File: src/rtl/core/ps2mpt_pkg.sv
`timescale 1ns / 1ps
// ----------------------------------------------------------------------------
// ps2mpt_pkg
// Shared types, register indexes, reset values and the per-axis move/clamp
// function for the PS/2 mouse position tracker.
// ----------------------------------------------------------------------------
package ps2mpt_pkg;

    localparam int AXIS_W   = 15;
    localparam int SCALE_W  = 5;
    localparam int NIBBLE_W = 4;
    localparam int BYTE_W   = 8;
    localparam int CFG_W    = 15;
    // Signed working width for pos + delta * scale
    localparam int SUM_W    = AXIS_W + 2;

    typedef logic [AXIS_W-1:0]   axis_t;
    typedef logic [SCALE_W-1:0]  scale_t;
    typedef logic [NIBBLE_W-1:0] nibble_t;
    typedef logic [BYTE_W-1:0]   byte_t;

    // Register indexes on the configuration port
    typedef enum logic [1:0] {
        CFG_X_LIMIT = 2'd0,
        CFG_Y_LIMIT = 2'd1,
        CFG_X_SCALE = 2'd2,
        CFG_Y_SCALE = 2'd3
    } cfg_index_t;

    // Reset values of the configuration registers
    localparam axis_t  X_LIMIT_RST = 15'd639;
    localparam axis_t  Y_LIMIT_RST = 15'd479;
    localparam scale_t X_SCALE_RST = 5'd1;
    localparam scale_t Y_SCALE_RST = 5'd1;

    // Flag byte bit positions
    localparam int FLAG_LEFT   = 0;
    localparam int FLAG_RIGHT  = 1;
    localparam int FLAG_MIDDLE = 2;
    localparam int FLAG_XSIGN  = 4;
    localparam int FLAG_YSIGN  = 5;

    // One axis: 9-bit signed delta times scale, added to pos, clamped to [0, limit]
    function automatic axis_t move_axis(
        input axis_t  pos,
        input byte_t  raw,
        input logic   neg,
        input scale_t scale,
        input axis_t  limit
    );
        logic signed [SUM_W-1:0] delta;
        logic signed [SUM_W-1:0] scale_s;
        logic signed [SUM_W-1:0] prod;
        logic signed [SUM_W-1:0] sum;
        logic signed [SUM_W-1:0] limit_s;
        axis_t                   res;
        delta   = SUM_W'($signed({neg, raw}));
        scale_s = $signed({{(SUM_W-SCALE_W){1'b0}}, scale});
        prod    = delta * scale_s;
        sum     = $signed({2'b00, pos}) + prod;
        limit_s = $signed({2'b00, limit});
        if (sum[SUM_W-1]) begin
            res = '0;
        end else if (sum > limit_s) begin
            res = limit;
        end else begin
            res = sum[AXIS_W-1:0];
        end
        return res;
    endfunction

endpackage

File: src/rtl/core/ps2_mouse_position_tracker.sv
`timescale 1ns / 1ps
// ----------------------------------------------------------------------------
// ps2_mouse_position_tracker
// Decodes four-byte PS/2 mouse packets into a clamped cursor position,
// latched buttons and the last nonzero scroll nibble.
// ----------------------------------------------------------------------------
// Each input beat passes the input register, then the cursor/result register.
// Throughput: one packet per cycle unless m_tready stalls; the cursor register
// feeds back into the next packet's combinational multiply/add/clamp.
// Reset (aresetn low, synchronous): cursor, buttons and scroll cleared,
// limits 639/479, scales 1, both stages empty.
module ps2_mouse_position_tracker (
    input  logic        aclk,
    input  logic        aresetn,

    // Configuration write port
    input  logic        cfg_wr_en,
    input  logic [1:0]  cfg_index,
    input  logic [14:0] cfg_wdata,

    // Packet input
    input  logic        s_tvalid,
    output logic        s_tready,
    input  logic [31:0] s_tdata,   // flag_byte[7:0], x_byte[15:8], y_byte[23:16],
                                   // scroll_byte[31:24]
    input  logic        s_tuser,   // complete

    // Result output
    output logic        m_tvalid,
    input  logic        m_tready,
    output logic [39:0] m_tdata    // pos_x[14:0], pos_y[29:15], button_left[30],
                                   // button_middle[31], button_right[32],
                                   // scroll_value[36:33], zero fill[39:37]
);

    // Configuration registers
    ps2mpt_pkg::axis_t  x_limit_reg;
    ps2mpt_pkg::axis_t  y_limit_reg;
    ps2mpt_pkg::scale_t x_scale_reg;
    ps2mpt_pkg::scale_t y_scale_reg;

    // Input stage
    logic                in_valid_reg;
    logic                in_complete_reg;
    ps2mpt_pkg::byte_t   in_flag_reg;
    ps2mpt_pkg::byte_t   in_x_reg;
    ps2mpt_pkg::byte_t   in_y_reg;
    ps2mpt_pkg::nibble_t in_scroll_reg;

    // Tracker state, which doubles as the result register
    logic                out_valid_reg;
    ps2mpt_pkg::axis_t   cursor_x_reg;
    ps2mpt_pkg::axis_t   cursor_y_reg;
    logic [2:0]          buttons_reg;
    ps2mpt_pkg::nibble_t scroll_reg;

    ps2mpt_pkg::axis_t   cursor_x_next;
    ps2mpt_pkg::axis_t   cursor_y_next;

    logic advance;
    logic load_out;

    // Result stage can take a new beat when empty or being drained
    assign advance  = !out_valid_reg || m_tready;
    assign load_out = in_valid_reg && advance;
    assign s_tready = !in_valid_reg || advance;

    // Configuration writes
    always_ff @(posedge aclk) begin
        if (!aresetn) begin
            x_limit_reg <= ps2mpt_pkg::X_LIMIT_RST;
            y_limit_reg <= ps2mpt_pkg::Y_LIMIT_RST;
            x_scale_reg <= ps2mpt_pkg::X_SCALE_RST;
            y_scale_reg <= ps2mpt_pkg::Y_SCALE_RST;
        end else if (cfg_wr_en) begin
            case (ps2mpt_pkg::cfg_index_t'(cfg_index))
                ps2mpt_pkg::CFG_X_LIMIT: x_limit_reg <= cfg_wdata;
                ps2mpt_pkg::CFG_Y_LIMIT: y_limit_reg <= cfg_wdata;
                ps2mpt_pkg::CFG_X_SCALE: x_scale_reg <= cfg_wdata[ps2mpt_pkg::SCALE_W-1:0];
                ps2mpt_pkg::CFG_Y_SCALE: y_scale_reg <= cfg_wdata[ps2mpt_pkg::SCALE_W-1:0];
                default: ;
            endcase
        end
    end

    // Input register: control
    always_ff @(posedge aclk) begin
        if (!aresetn) begin
            in_valid_reg <= 1'b0;
        end else if (s_tready) begin
            in_valid_reg <= s_tvalid;
        end
    end

    // Input register: payload
    always_ff @(posedge aclk) begin
        if (s_tvalid && s_tready) begin
            in_complete_reg <= s_tuser;
            in_flag_reg     <= s_tdata[7:0];
            in_x_reg        <= s_tdata[15:8];
            in_y_reg        <= s_tdata[23:16];
            in_scroll_reg   <= s_tdata[27:24];
        end
    end

    // Per-axis move and clamp
    always_comb begin
        cursor_x_next = ps2mpt_pkg::move_axis(cursor_x_reg, in_x_reg,
                                              in_flag_reg[ps2mpt_pkg::FLAG_XSIGN],
                                              x_scale_reg, x_limit_reg);
        cursor_y_next = ps2mpt_pkg::move_axis(cursor_y_reg, in_y_reg,
                                              in_flag_reg[ps2mpt_pkg::FLAG_YSIGN],
                                              y_scale_reg, y_limit_reg);
    end

    // Result valid
    always_ff @(posedge aclk) begin
        if (!aresetn) begin
            out_valid_reg <= 1'b0;
        end else if (advance) begin
            out_valid_reg <= in_valid_reg;
        end
    end

    // Tracker state; only a complete packet changes it
    always_ff @(posedge aclk) begin
        if (!aresetn) begin
            cursor_x_reg <= '0;
            cursor_y_reg <= '0;
            buttons_reg  <= '0;
            scroll_reg   <= '0;
        end else if (load_out && in_complete_reg) begin
            cursor_x_reg <= cursor_x_next;
            cursor_y_reg <= cursor_y_next;
            buttons_reg  <= in_flag_reg[2:0];
            if (in_scroll_reg != '0) begin
                scroll_reg <= in_scroll_reg;
            end
        end
    end

    assign m_tvalid = out_valid_reg;
    assign m_tdata  = {3'b000,
                       scroll_reg,
                       buttons_reg[ps2mpt_pkg::FLAG_RIGHT],
                       buttons_reg[ps2mpt_pkg::FLAG_MIDDLE],
                       buttons_reg[ps2mpt_pkg::FLAG_LEFT],
                       cursor_y_reg,
                       cursor_x_reg};

endmodule

File: config.mk
export PLATFORM = sky130hd
export DESIGN_NAME = ps2_mouse_position_tracker
export DESIGN_NICKNAME = d
export VERILOG_FILES = /design/src/rtl/core/ps2mpt_pkg.sv /design/src/rtl/core/ps2_mouse_position_tracker.sv
export SDC_FILE = /design/constraint.sdc
export NUM_CORES = 1
export LEC_CHECK = 0
export BUFFER_PORTS_ARGS = -buffer_cell sky130_fd_sc_hd__buf_2
export CORE_MARGIN = 3
export CORE_UTILIZATION = 50
export DETAILED_ROUTE_END_ITERATION = 6
export MAX_ROUTING_LAYER = met4
export PLACE_DENSITY = 0.72
export SLEW_MARGIN = 20
export SYNTH_ARGS = -nofsm -noshare
export SYNTH_HDL_FRONTEND = slang
export SYNTH_SLANG_ARGS = --single-unit
File: constraint.sdc
create_clock -name aclk -period 6.3 [get_ports aclk]
set_clock_uncertainty 0.05 [all_clocks]
set_input_delay 0.315 -clock aclk [delete_from_list [all_inputs] [get_ports aclk]]
set_output_delay 0.315 -clock aclk [all_outputs]
set_load 0.01 [all_outputs]
* Word level (Yosys, flattened, before mapping)
Cells that the tools add are included.
** Word-level totals
- Output and inout bits :: 42
- Word-level logic and storage cells :: 42
- Register bits after elaboration :: 106
- Input port bits :: 55
** Cells by class
- $lt $le $gt $ge :: 2
- Multiply operators :: 2
- Reduce and logical (&&, ||, !) cells :: 14
- Multiplexer cells :: 4
- Eq/ne operators :: 3
- $add $sub $neg :: 2
** Operators with widths (number)
- 15-bit two-way mux :: 4
- 16-bit by 15-bit adder with 17-bit output :: 2
- 17-bit by 16-bit greater-than comparator with 1-bit output :: 2
- 9-bit by 6-bit multiplier with 15-bit output :: 2
- 2-bit AND reduction :: 5
- 2-bit == test (second input constant) :: 2
- 4-bit nonzero test :: 1
- 1-bit logical AND :: 3
- 2-bit by 1-bit == test with 1-bit output (second input constant) :: 1
- 1-bit zero test :: 2
- 2-bit zero test :: 1
- 1-bit logical OR :: 2

* Depth between registers and ports, before layout
Gate-level depths: netlist (run 1).
- Depth after elaboration :: 5
- Depth in mapped cells :: 24
- Depth with buffers taken out :: 23

* Worst setup path before layout (run 1)
Ideal clock, no wire load.
- Path kind :: flip-flop to flip-flop
- Start :: reg in_y_reg[3]
- End :: reg cursor_y_reg[10]
- Setup time :: 0.079 ns
- Path buffers :: 1
- Setup slack :: 0.286 ns
- Required time :: 6.171 ns
- Arrival :: 5.885 ns
- Period minus slack after synthesis :: 6.014 ns
- Cell stages (with the launch flop) :: 25
- Cells stage by stage :: edfxtp_1 > and2_1 > fa_1 > inv_1 > fa_1 > inv_1 > fa_1 > inv_1 > fa_1 > inv_1 > ha_1 > nand3_1 > o2111ai_1 > a211oi_1 > o41ai_1 > xor2_1 > ha_1 > and4_1 > nand4_1 > o32ai_1 > a31o_2 > o2111ai_1 > o21a_1 > buf_2 > o211ai_1
** Between the ends
- Cells in the longest elaborated chain, start to end :: 5
** RTL lines
- start: declaration :: line ps2_mouse_position_tracker.sv:47 : ps2mpt_pkg::byte_t in_y_reg;
- start signal: assignment :: line ps2_mouse_position_tracker.sv:101 : in_y_reg <= s_tdata[23:16];
- 9-bit by 6-bit multiplier with 15-bit output * :: line ps2mpt_pkg.sv:59 : prod = delta * scale_s;
- 16-bit by 15-bit adder with 17-bit output * :: line ps2mpt_pkg.sv:60 : sum = $signed({2'b00, pos}) + prod;
- 17-bit by 16-bit greater-than comparator with 1-bit output :: line ps2mpt_pkg.sv:64 : end else if (sum > limit_s) begin
- 15-bit two-way mux :: line ps2mpt_pkg.sv:64
- 15-bit two-way mux * :: line ps2mpt_pkg.sv:62 : if (sum[SUM_W-1]) begin
- end signal: assignment :: line ps2_mouse_position_tracker.sv:134 : cursor_y_reg <= cursor_y_next;
- end: declaration :: line ps2_mouse_position_tracker.sv:53 : ps2mpt_pkg::axis_t cursor_y_reg;
Mark *: on every way between the ends. The rest lies on a longest branch, timed or not.
A chain may end at the register's enable or synchronous reset.

* Worst setup path in the final report (run 1)
- Start :: reg x_scale_reg[0]
- End :: reg cursor_x_reg[9]
** Between the ends
- Cells in the longest elaborated chain, start to end :: 5
** RTL lines
- start: declaration :: line ps2_mouse_position_tracker.sv:39 : ps2mpt_pkg::scale_t x_scale_reg;
- start signal: assignment :: line ps2_mouse_position_tracker.sv:73 : x_scale_reg <= ps2mpt_pkg::X_SCALE_RST;
- start signal: assignment :: line ps2_mouse_position_tracker.sv:79 : ps2mpt_pkg::CFG_X_SCALE: x_scale_reg <= cfg_wdata[ps2mpt_pkg::SCALE_W-1:0];
- 9-bit by 6-bit multiplier with 15-bit output * :: line ps2mpt_pkg.sv:59
- 16-bit by 15-bit adder with 17-bit output * :: line ps2mpt_pkg.sv:60
- 17-bit by 16-bit greater-than comparator with 1-bit output :: line ps2mpt_pkg.sv:64
- 15-bit two-way mux :: line ps2mpt_pkg.sv:64
- 15-bit two-way mux * :: line ps2mpt_pkg.sv:62
- end signal: assignment :: line ps2_mouse_position_tracker.sv:133 : cursor_x_reg <= cursor_x_next;
- end: declaration :: line ps2_mouse_position_tracker.sv:52 : ps2mpt_pkg::axis_t cursor_x_reg;
Marked as above.

==> run metrics, run 1 <==
Post-DP Area=10,400 um2; Hold Buf Count CTS=0; die area=roughly 21,000 um2; count of final setup violators=0; Die Ht=between 100 and 150 um; I/O Buffers=between 80 and 90; total track usage=0.228; final hold violations=0; Slew headroom=0.529; Synth Area in Compound Gates=0.141; Cell variety after synth=66; antenna diode count=0; WHS Path Cells=1; Post-synth EDFFs=26; vias in the first global route=7,293; VDD IR max=approximately 0.14 mV; DR pass1 iterations=5; Initial Util=0.511; Rows=50; vias post-DR=7,578; worst reg2reg path depth=24; Hold Path Class=in -> reg; FF+latch count, synth=about 110; Final Util=0.586; fmax=~160 MHz; Synth Area in XOR/XNOR=0.0164; area grow syn2layout=14.8%; Placeable Area=18,800 um2; startpoint types=flop; WS Path Type=reg -> reg; CTS buffer count=9; routed length per placed instance=roughly 16 um; worst hold start=s_tdata[1]; Critical Path RT=6.49 ns; Async S/R FF share, synth=0; YS warnings=0; highest metal used=met4; Post-Synth Simple-Gate Area=0.173; grt total ovfl=0; sequential fraction of the synthesis area=0.246; synth top area cells=fa_1, dfxtp_1, ha_1, edfxtp_1, inv_1; endpoint class of the critical path=flop; Cell Area, Synth=between 9000 and 10,000 um2; top_reg_cell synth=dfxtp_1; setup_tns=0 ns; FILL cells=1,674; Met2 Wirelength=between 10 and 15 mm; portion of netlist area occupied by mux cells=0.0338; r2r setup slk=roughly 0.19 ns; Mapped Cells=about 1,100; Pins Over Slew Limit=0; Worst Tran Pin Value=between 0.7 and 0.8 ns; max cap viols=0; Synth top area share=0.171; clock sink count=about 110; DR iter-0 viols=approximately 440; CP Max Fanout=8; synthesized area per cell=9.04 um2; minimum clock period=6.11 ns; Final Wtd Congestion=between 0.9 and 1; Reg clk slew, reported paths=approximately 0.08 ns; worst r2r src=x_scale_reg[0]$_SDFFE_PN1P_; IO Pins=97; fraction of layout instances using a drive strength above 1=0.161; DRT met1 WL=10.8 mm; pwr dens=approximately 210 nW/um2; die width=between 100 and 150 um; first-pass GRT wire length=around 37 mm; Post-Layout Inst Area=~11,000 um2; Hold Worst Slack=around 0.072 ns; Tcrit/Tclk final=0.970; # DRC=0; Routed Antenna Nets=0; CP Data Arrival Time=between 6 and 7 ns; largest area contributor in the netlist=fa_1; largest family of logic cells by synthesized area=adder cells; r2r endpoint=cursor_x_reg[9]$_SDFFE_PN0P_; H-tree depth=3; drt via density=about 5.4; Pleak=just over 5 nW; Synth Area in Adders=0.302; Worst Hold Path EP=in_flag_reg[1]$_DFFE_PP_; largest net degree at the start of global routing=between 60 and 70; Final #Nets=between 1,000 and 1,500; Clock Path Buffers=2; initial antenna violation count=0; CTS Root Cell=clkbuf_16; WL final=between 20 and 25 mm; clock insertion delay at the later pin of the skew report=between 0.3 and 0.4 ns; met3 WL=~1.3 mm; status=finished clean; DP Wirelength=between 15 and 20 mm; CTS tree=done
==> worst max-delay path by stage <==
stage | start | to | cells after the start
2_1_floorplan | in_y_reg[3]$_DFFE_PP_ | cursor_y_reg[10]$_SDFFE_PN0P_ | 24
3_3_place_gp | in_x_reg[4]$_DFFE_PP_ | cursor_x_reg[8]$_SDFFE_PN0P_ | 25
3_5_place_dp | in_x_reg[4]$_DFFE_PP_ | cursor_x_reg[9]$_SDFFE_PN0P_ | 25
4_1_cts | in_y_reg[4]$_DFFE_PP_ | cursor_y_reg[12]$_SDFFE_PN0P_ | 24
5_1_grt | in_y_reg[4]$_DFFE_PP_ | cursor_y_reg[2]$_SDFFE_PN0P_ | 25
6_report | x_scale_reg[0]$_SDFFE_PN1P_ | cursor_x_reg[9]$_SDFFE_PN0P_ | 24
==> layer usage <==
metal,up-vias,global-route usage
li1,3741,-
met1,3641,0.324
met2,173,0.338
met3,23,0.0453
met4,0,0.0501
met5,-,-
==> kinds of logic after synthesis <==
| logic type | count (synthesis) |
|---|---|
| fa+ha+maj | 182 |
| flops | 105 |
| buf+inv | 215 |
| compound gates | 188 |
| other cells | 1 |
| mux | 32 |
| xor+xnor | 18 |
| simple gates | 319 |
==> Yosys cell counts (3+ instances only) <==
cell and instances:
dfxtp_1 79, nand2_1 105, nand4_1 5, nand2b_1 4, o21ai_1 21, and4_1 3, fa_1 82, clkbuf_1 24
nor2_1 13, a21boi_0 3, xor2_1 7, a21boi_1 14, buf_2 4, and2_1 92, mux2i_1 29, a221oi_1 3
o21ai_0 11, o2111ai_1 17, a211o_1 3, mux2_2 3, nor3_1 12, a21o_1 6, a21oi_1 32, ha_1 100
o31ai_1 4, nand3_1 35, edfxtp_1 26, o21a_1 7, nand3b_1 4, o21bai_1 4, nor2b_1 24, xnor2_1 11
a31oi_1 5, buf_4 3, o211ai_1 31, inv_1 181, and3_1 15
==> worst max-delay path, cell delays in order, from the launching register on <==
cell and delay (ns):
dfxtp_1 0.48, and2_2 0.26, fa_1 0.45, fa_1 0.51, fa_1 0.50, inv_1 0.06, fa_1 0.48, inv_1 0.05
ha_2 0.39, inv_1 0.09, nor3_2 0.17, a32oi_1 0.13, buf_4 0.17, nor2b_1 0.13, xnor2_1 0.15, ha_1 0.31
and4_4 0.25, nand4_1 0.14, o32ai_2 0.31, a21oi_2 0.07, a2111oi_4 0.19, buf_4 0.19, buf_12 0.14, mux2i_2 0.22
o21ai_1 0.08
==> where the power goes <==
part	switching [mW]	internal (mW)
registers	0.0303	0.724
clock network	0.296	0.281
logic	0.556	0.419
total	0.883	1.43
==> cell type report <==
class	count	area [um2]	share of cell area
multi-input combinational	742	6640	0.603
sequential	105	2360	0.215
timing repair buffer	121	731	0.0664
inverter	182	683	0.0621
tap	234	293	0.0266
clock buffer	9	225	0.0205
clock inverter	7	75.1	0.00682
==> layout by cell type (no fill, tap or decap), drive strengths merged, types with 3 or more instances in the layout <==
master,n
a211o,3
a21boi,17
a21o,6
a21oi,33
a221oi,4
a31o,3
a31oi,5
and2,93
and3,15
and4,3
buf,120
clkbuf,10
clkinv,3
conb,3
dfxtp,79
edfxtp,26
fa,82
ha,100
inv,185
mux2,3
mux2i,29
nand2,105
nand2b,4
nand3,35
nand3b,4
nand4,5
nor2,13
nor2b,24
nor3,12
o2111ai,17
o211ai,33
o21a,7
o21ai,32
o21bai,4
o31ai,4
xnor2,11
xor2,7
==> through the flow <==
| stage | total power [mW] | setup slack, ns | instances |
|---|---|---|---|
| detailed placement | 1.64 | 0.0130 | 1374 |
| finish | 2.31 | 0.192 | 1400 |
| global placement | 1.62 | 0.124 | 1374 |
| CTS | 2.23 | 0.00994 | 1391 |
| floorplan | 1.41 | 0.286 | 1062 |
| global route | 2.47 | -0.0127 | 1400 |
==> timing repair <==
item	4_1_cts	5_1_grt
resized for setup	1	45
setup buffers	1	8
gates cloned	0	1
pin swaps	0	15
setup endpoints to repair	2	30
(Power assumes the default switching activity.)
==> inputs of run 2 (changes only) <==
--- a/config.mk
+++ b/config.mk
@@ -5,6 +5,7 @@
 export SDC_FILE = /design/constraint.sdc
 export NUM_CORES = 1
 export LEC_CHECK = 0
+export ABC_AREA = 1
 export BUFFER_PORTS_ARGS = -buffer_cell sky130_fd_sc_hd__buf_2
 export CORE_MARGIN = 3
 export CORE_UTILIZATION = 50
==> run metrics, run 2 <==
H-tree depth=3 (unchanged); grt total ovfl=0 (unchanged); I/O Buffers=86 (unchanged); fraction of layout instances using a drive strength above 1=0.119 (-0.0419); DP Wirelength=17.5 mm (-0.74%); switch share=0.431 (+0.0488); Slew headroom=0.513 (-0.0160); vias in the first global route=7,863 (+7.8%); largest family of logic cells by synthesized area=adder cells; DR pass1 iterations=7 (+2); setup_tns=0 ns (unchanged); IO Pins=97 (unchanged); die width=145 um (+0.67%); Final Wtd Congestion=0.889 (-4.9%); Final Util=0.567 (-0.0192); Synth Area in Adders=0.298 (-0.00420); DR iter-0 viols=475 (+8.9%); Post-Synth Simple-Gate Area=0.198 (+0.0242); worst r2r src=in_y_reg[7]$_DFFE_PP_; Hold Worst Slack=0.0674 ns (-0.00442 ns); Rows=50 (unchanged); die area=21,100 um2 (+1.3%); synthesized area per cell=7.55 um2 (-17%); vias post-DR=8,063 (+6.4%); most common cell after layout, fill and taps aside=inv_1; switching pwr=1.11 mW (+26%); clock sink count=105 (unchanged); Hold Buf Count CTS=0 (unchanged); CTS Root Cell=clkbuf_16; worst hold start=s_tdata[15]; combinational share of power=0.481 (+0.058); pwr dens=240 nW/um2 (+14%); routed length per placed instance=13.2 um (-18%); area grow syn2layout=10.2%; Mapped Cells=1,288 (+22%); cell mode on critical path=nand2_1; YS warnings=0 (unchanged); CTS buffer count=9 (unchanged); startpoint types=flop; status=complete, but fails checks; Synth Area in Compound Gates=0.0897 (-0.0509); postcts setup bufs=0 (-1); Critical Path RT=6.55 ns (+0.06 ns); Post-synth EDFFs=26 (unchanged); failing checks=DRC; count of final setup violators=0 (unchanged); pre-CTS setup slack=0.217 ns (+0.204 ns); total track usage=0.217 (-0.0102); drt via density=4.96 (-8.4%); Synth Area in XOR/XNOR=0.0209 (+0.00441); sequential fraction of the synthesis area=0.243 (-0.00343); fmax=170 MHz (+3.6%); VDD IR max=0.143 mV (+3.1%); Routed Antenna Nets=0 (unchanged); Commonest cells post-synth=inv_1, nand2_1, ha_1; Pins Over Slew Limit=0 (unchanged); endpoint class of the critical path=flop; Placeable Area=18,900 um2 (+0.67%); Cell Count Post-Placement=1,610 (+17%); Int Pwr=1.46 mW (+2.6%); Tcrit/Tclk final=0.936 (-0.0339); Hold Path Class=in -> reg; WL final=21.4 mm (-5.2%); Initial Util=0.515 (+0.00377); max cap viols=0 (unchanged); Final #Nets=1,598 (+14%); largest area contributor in the netlist=fa_1; Worst Tran Pin Value=0.730 ns (+0.0240 ns); FF+latch count, synth=105 (unchanged); Post-Layout Cell Count=1,626 (+16%); Synth top area share=0.169 (-0.00238); Clock Path Buffers=2 (unchanged); sequential share of power=0.299 (-0.028); # DRC=1 (+1); Critical-path top delay cell=fa_1; WS Path Type=reg -> reg; setup slack after layout=0.405 ns (+0.214 ns); Max stage delay on crit path=0.51 ns (about the same); Pleak=6.13 nW (+19%); CP Data Arrival Time=6.14 ns (-0.15 ns); CTS tree=done; most common cell in the netlist=inv_1; initial antenna violation count=0 (unchanged); Async S/R FF share, synth=0 (unchanged); minimum clock period=5.89 ns (-0.214 ns); portion of netlist area occupied by mux cells=0 (-0.0338); largest net degree at the start of global routing=47 (-30%); antenna diode count=0 (unchanged); Die Ht=145 um (+0.67%); Cell Area, Synth=9720 um2 (+1.4%); clock insertion delay at the later pin of the skew report=0.37 ns (about the same); synth top area cells=fa_1, dfxtp_1, ha_1, inv_1, nand2_1; top_reg_cell synth=dfxtp_1; clock network fraction of design power=0.220 (-0.030); Cell variety after synth=42 (-36%); Critical path origin=in_y_reg[7]$_DFFE_PP_; commonest cells after routing, fill and taps aside=inv_1, nand2_1, ha_1; final hold violations=0 (unchanged); # resized after CTS=0 (-1); first-pass GRT wire length=37.1 mm (+0.92%); Reg clk slew, reported paths=0.08 ns (about the same); CP Max Fanout=9 (+1)
-- run 2: cell types whose count changed after synthesis, moves of 19 or more --
cell	previous run	this run
nand3_1	35	73
inv_1	181	333
o21ai_0	11	36
o21ai_1	21	2
nor2b_1	24	0
and2_1	92	0
nor2_1	13	60
mux2i_1	29	0
a21oi_1	32	78
nand2_1	105	276
-- run 2: worst max-delay path: cells and delay by family, from the launching register on --
| kind | cells | cell delay (ns) |
|---|---|---|
| AOI/OAI and AO/OA | 6 | 1.08 |
| xor gates and xnor gates | 1 | 0.20 |
| adders and majority gates | 6 | 2.66 |
| buffers and inverters | 5 | 0.44 |
| DFF | 1 | 0.48 |
| and+or+nand+nor | 10 | 0.89 |
-- run 2: layout make-up --
type / instances / area, um2
clock inverter: 7 / 60.1
clock buffer: 9 / 225
multi-input combinational: 807 / 5950
timing repair buffer: 96 / 505
inverter: 342 / 1280
sequential: 105 / 2370
tap: 260 / 325
fill: 1821 / 8180
-- run 2: power by group through the flow --
stage / Clock, mW / Sequential [mW] / Combinational [mW]
6_report: 0.565 / 0.769 / 1.24
5_1_grt: 0.604 / 0.775 / 1.44
4_1_cts: 0.578 / 0.769 / 1.22
3_5_place_dp: 0 / 0.784 / 1.21
3_3_place_gp: 0 / 0.784 / 1.17
2_1_floorplan: 0 / 0.773 / 0.963
-- run 2: cells by family (layout without fill, tap and decap cells) --
group,after synthesis,in the layout
compound gates,152,152
flops,105,105
buf+inv,378,454
xor+xnor,21,21
other cells,1,3
fa+ha+maj,182,182
simple gates,449,449
-- run 2: worst paths after layout --
check,endpoint,slack [ns],cells after the start
worst max register to register,cursor_y_reg[14]$_SDFFE_PN0P_,0.41,28
worst min register to register,scroll_reg[0]$_SDFFE_PN0P_,0.43,2
worst max-delay path,cursor_y_reg[14]$_SDFFE_PN0P_,0.41,28
worst min-delay path,in_x_reg[7]$_DFFE_PP_,0.07,1
-- run 2: through the flow --
step / area (um2) / total power, mW
2_1_floorplan: 9730 / 1.74
4_1_cts: 10700 / 2.57
5_1_grt: 10700 / 2.82
6_report: 10700 / 2.57
3_3_place_gp: 10400 / 1.96
3_5_place_dp: 10400 / 1.99
-- run 2: routing by layer --
metal  vias to the layer above  track usage  routed length [um]
met5                         -            -                   0
met4                         0       0.0575                 411
met3                        29       0.0367                1210
met2                       216        0.332                9410
met1                      3755        0.302               10400
li1                       4063            -                   -
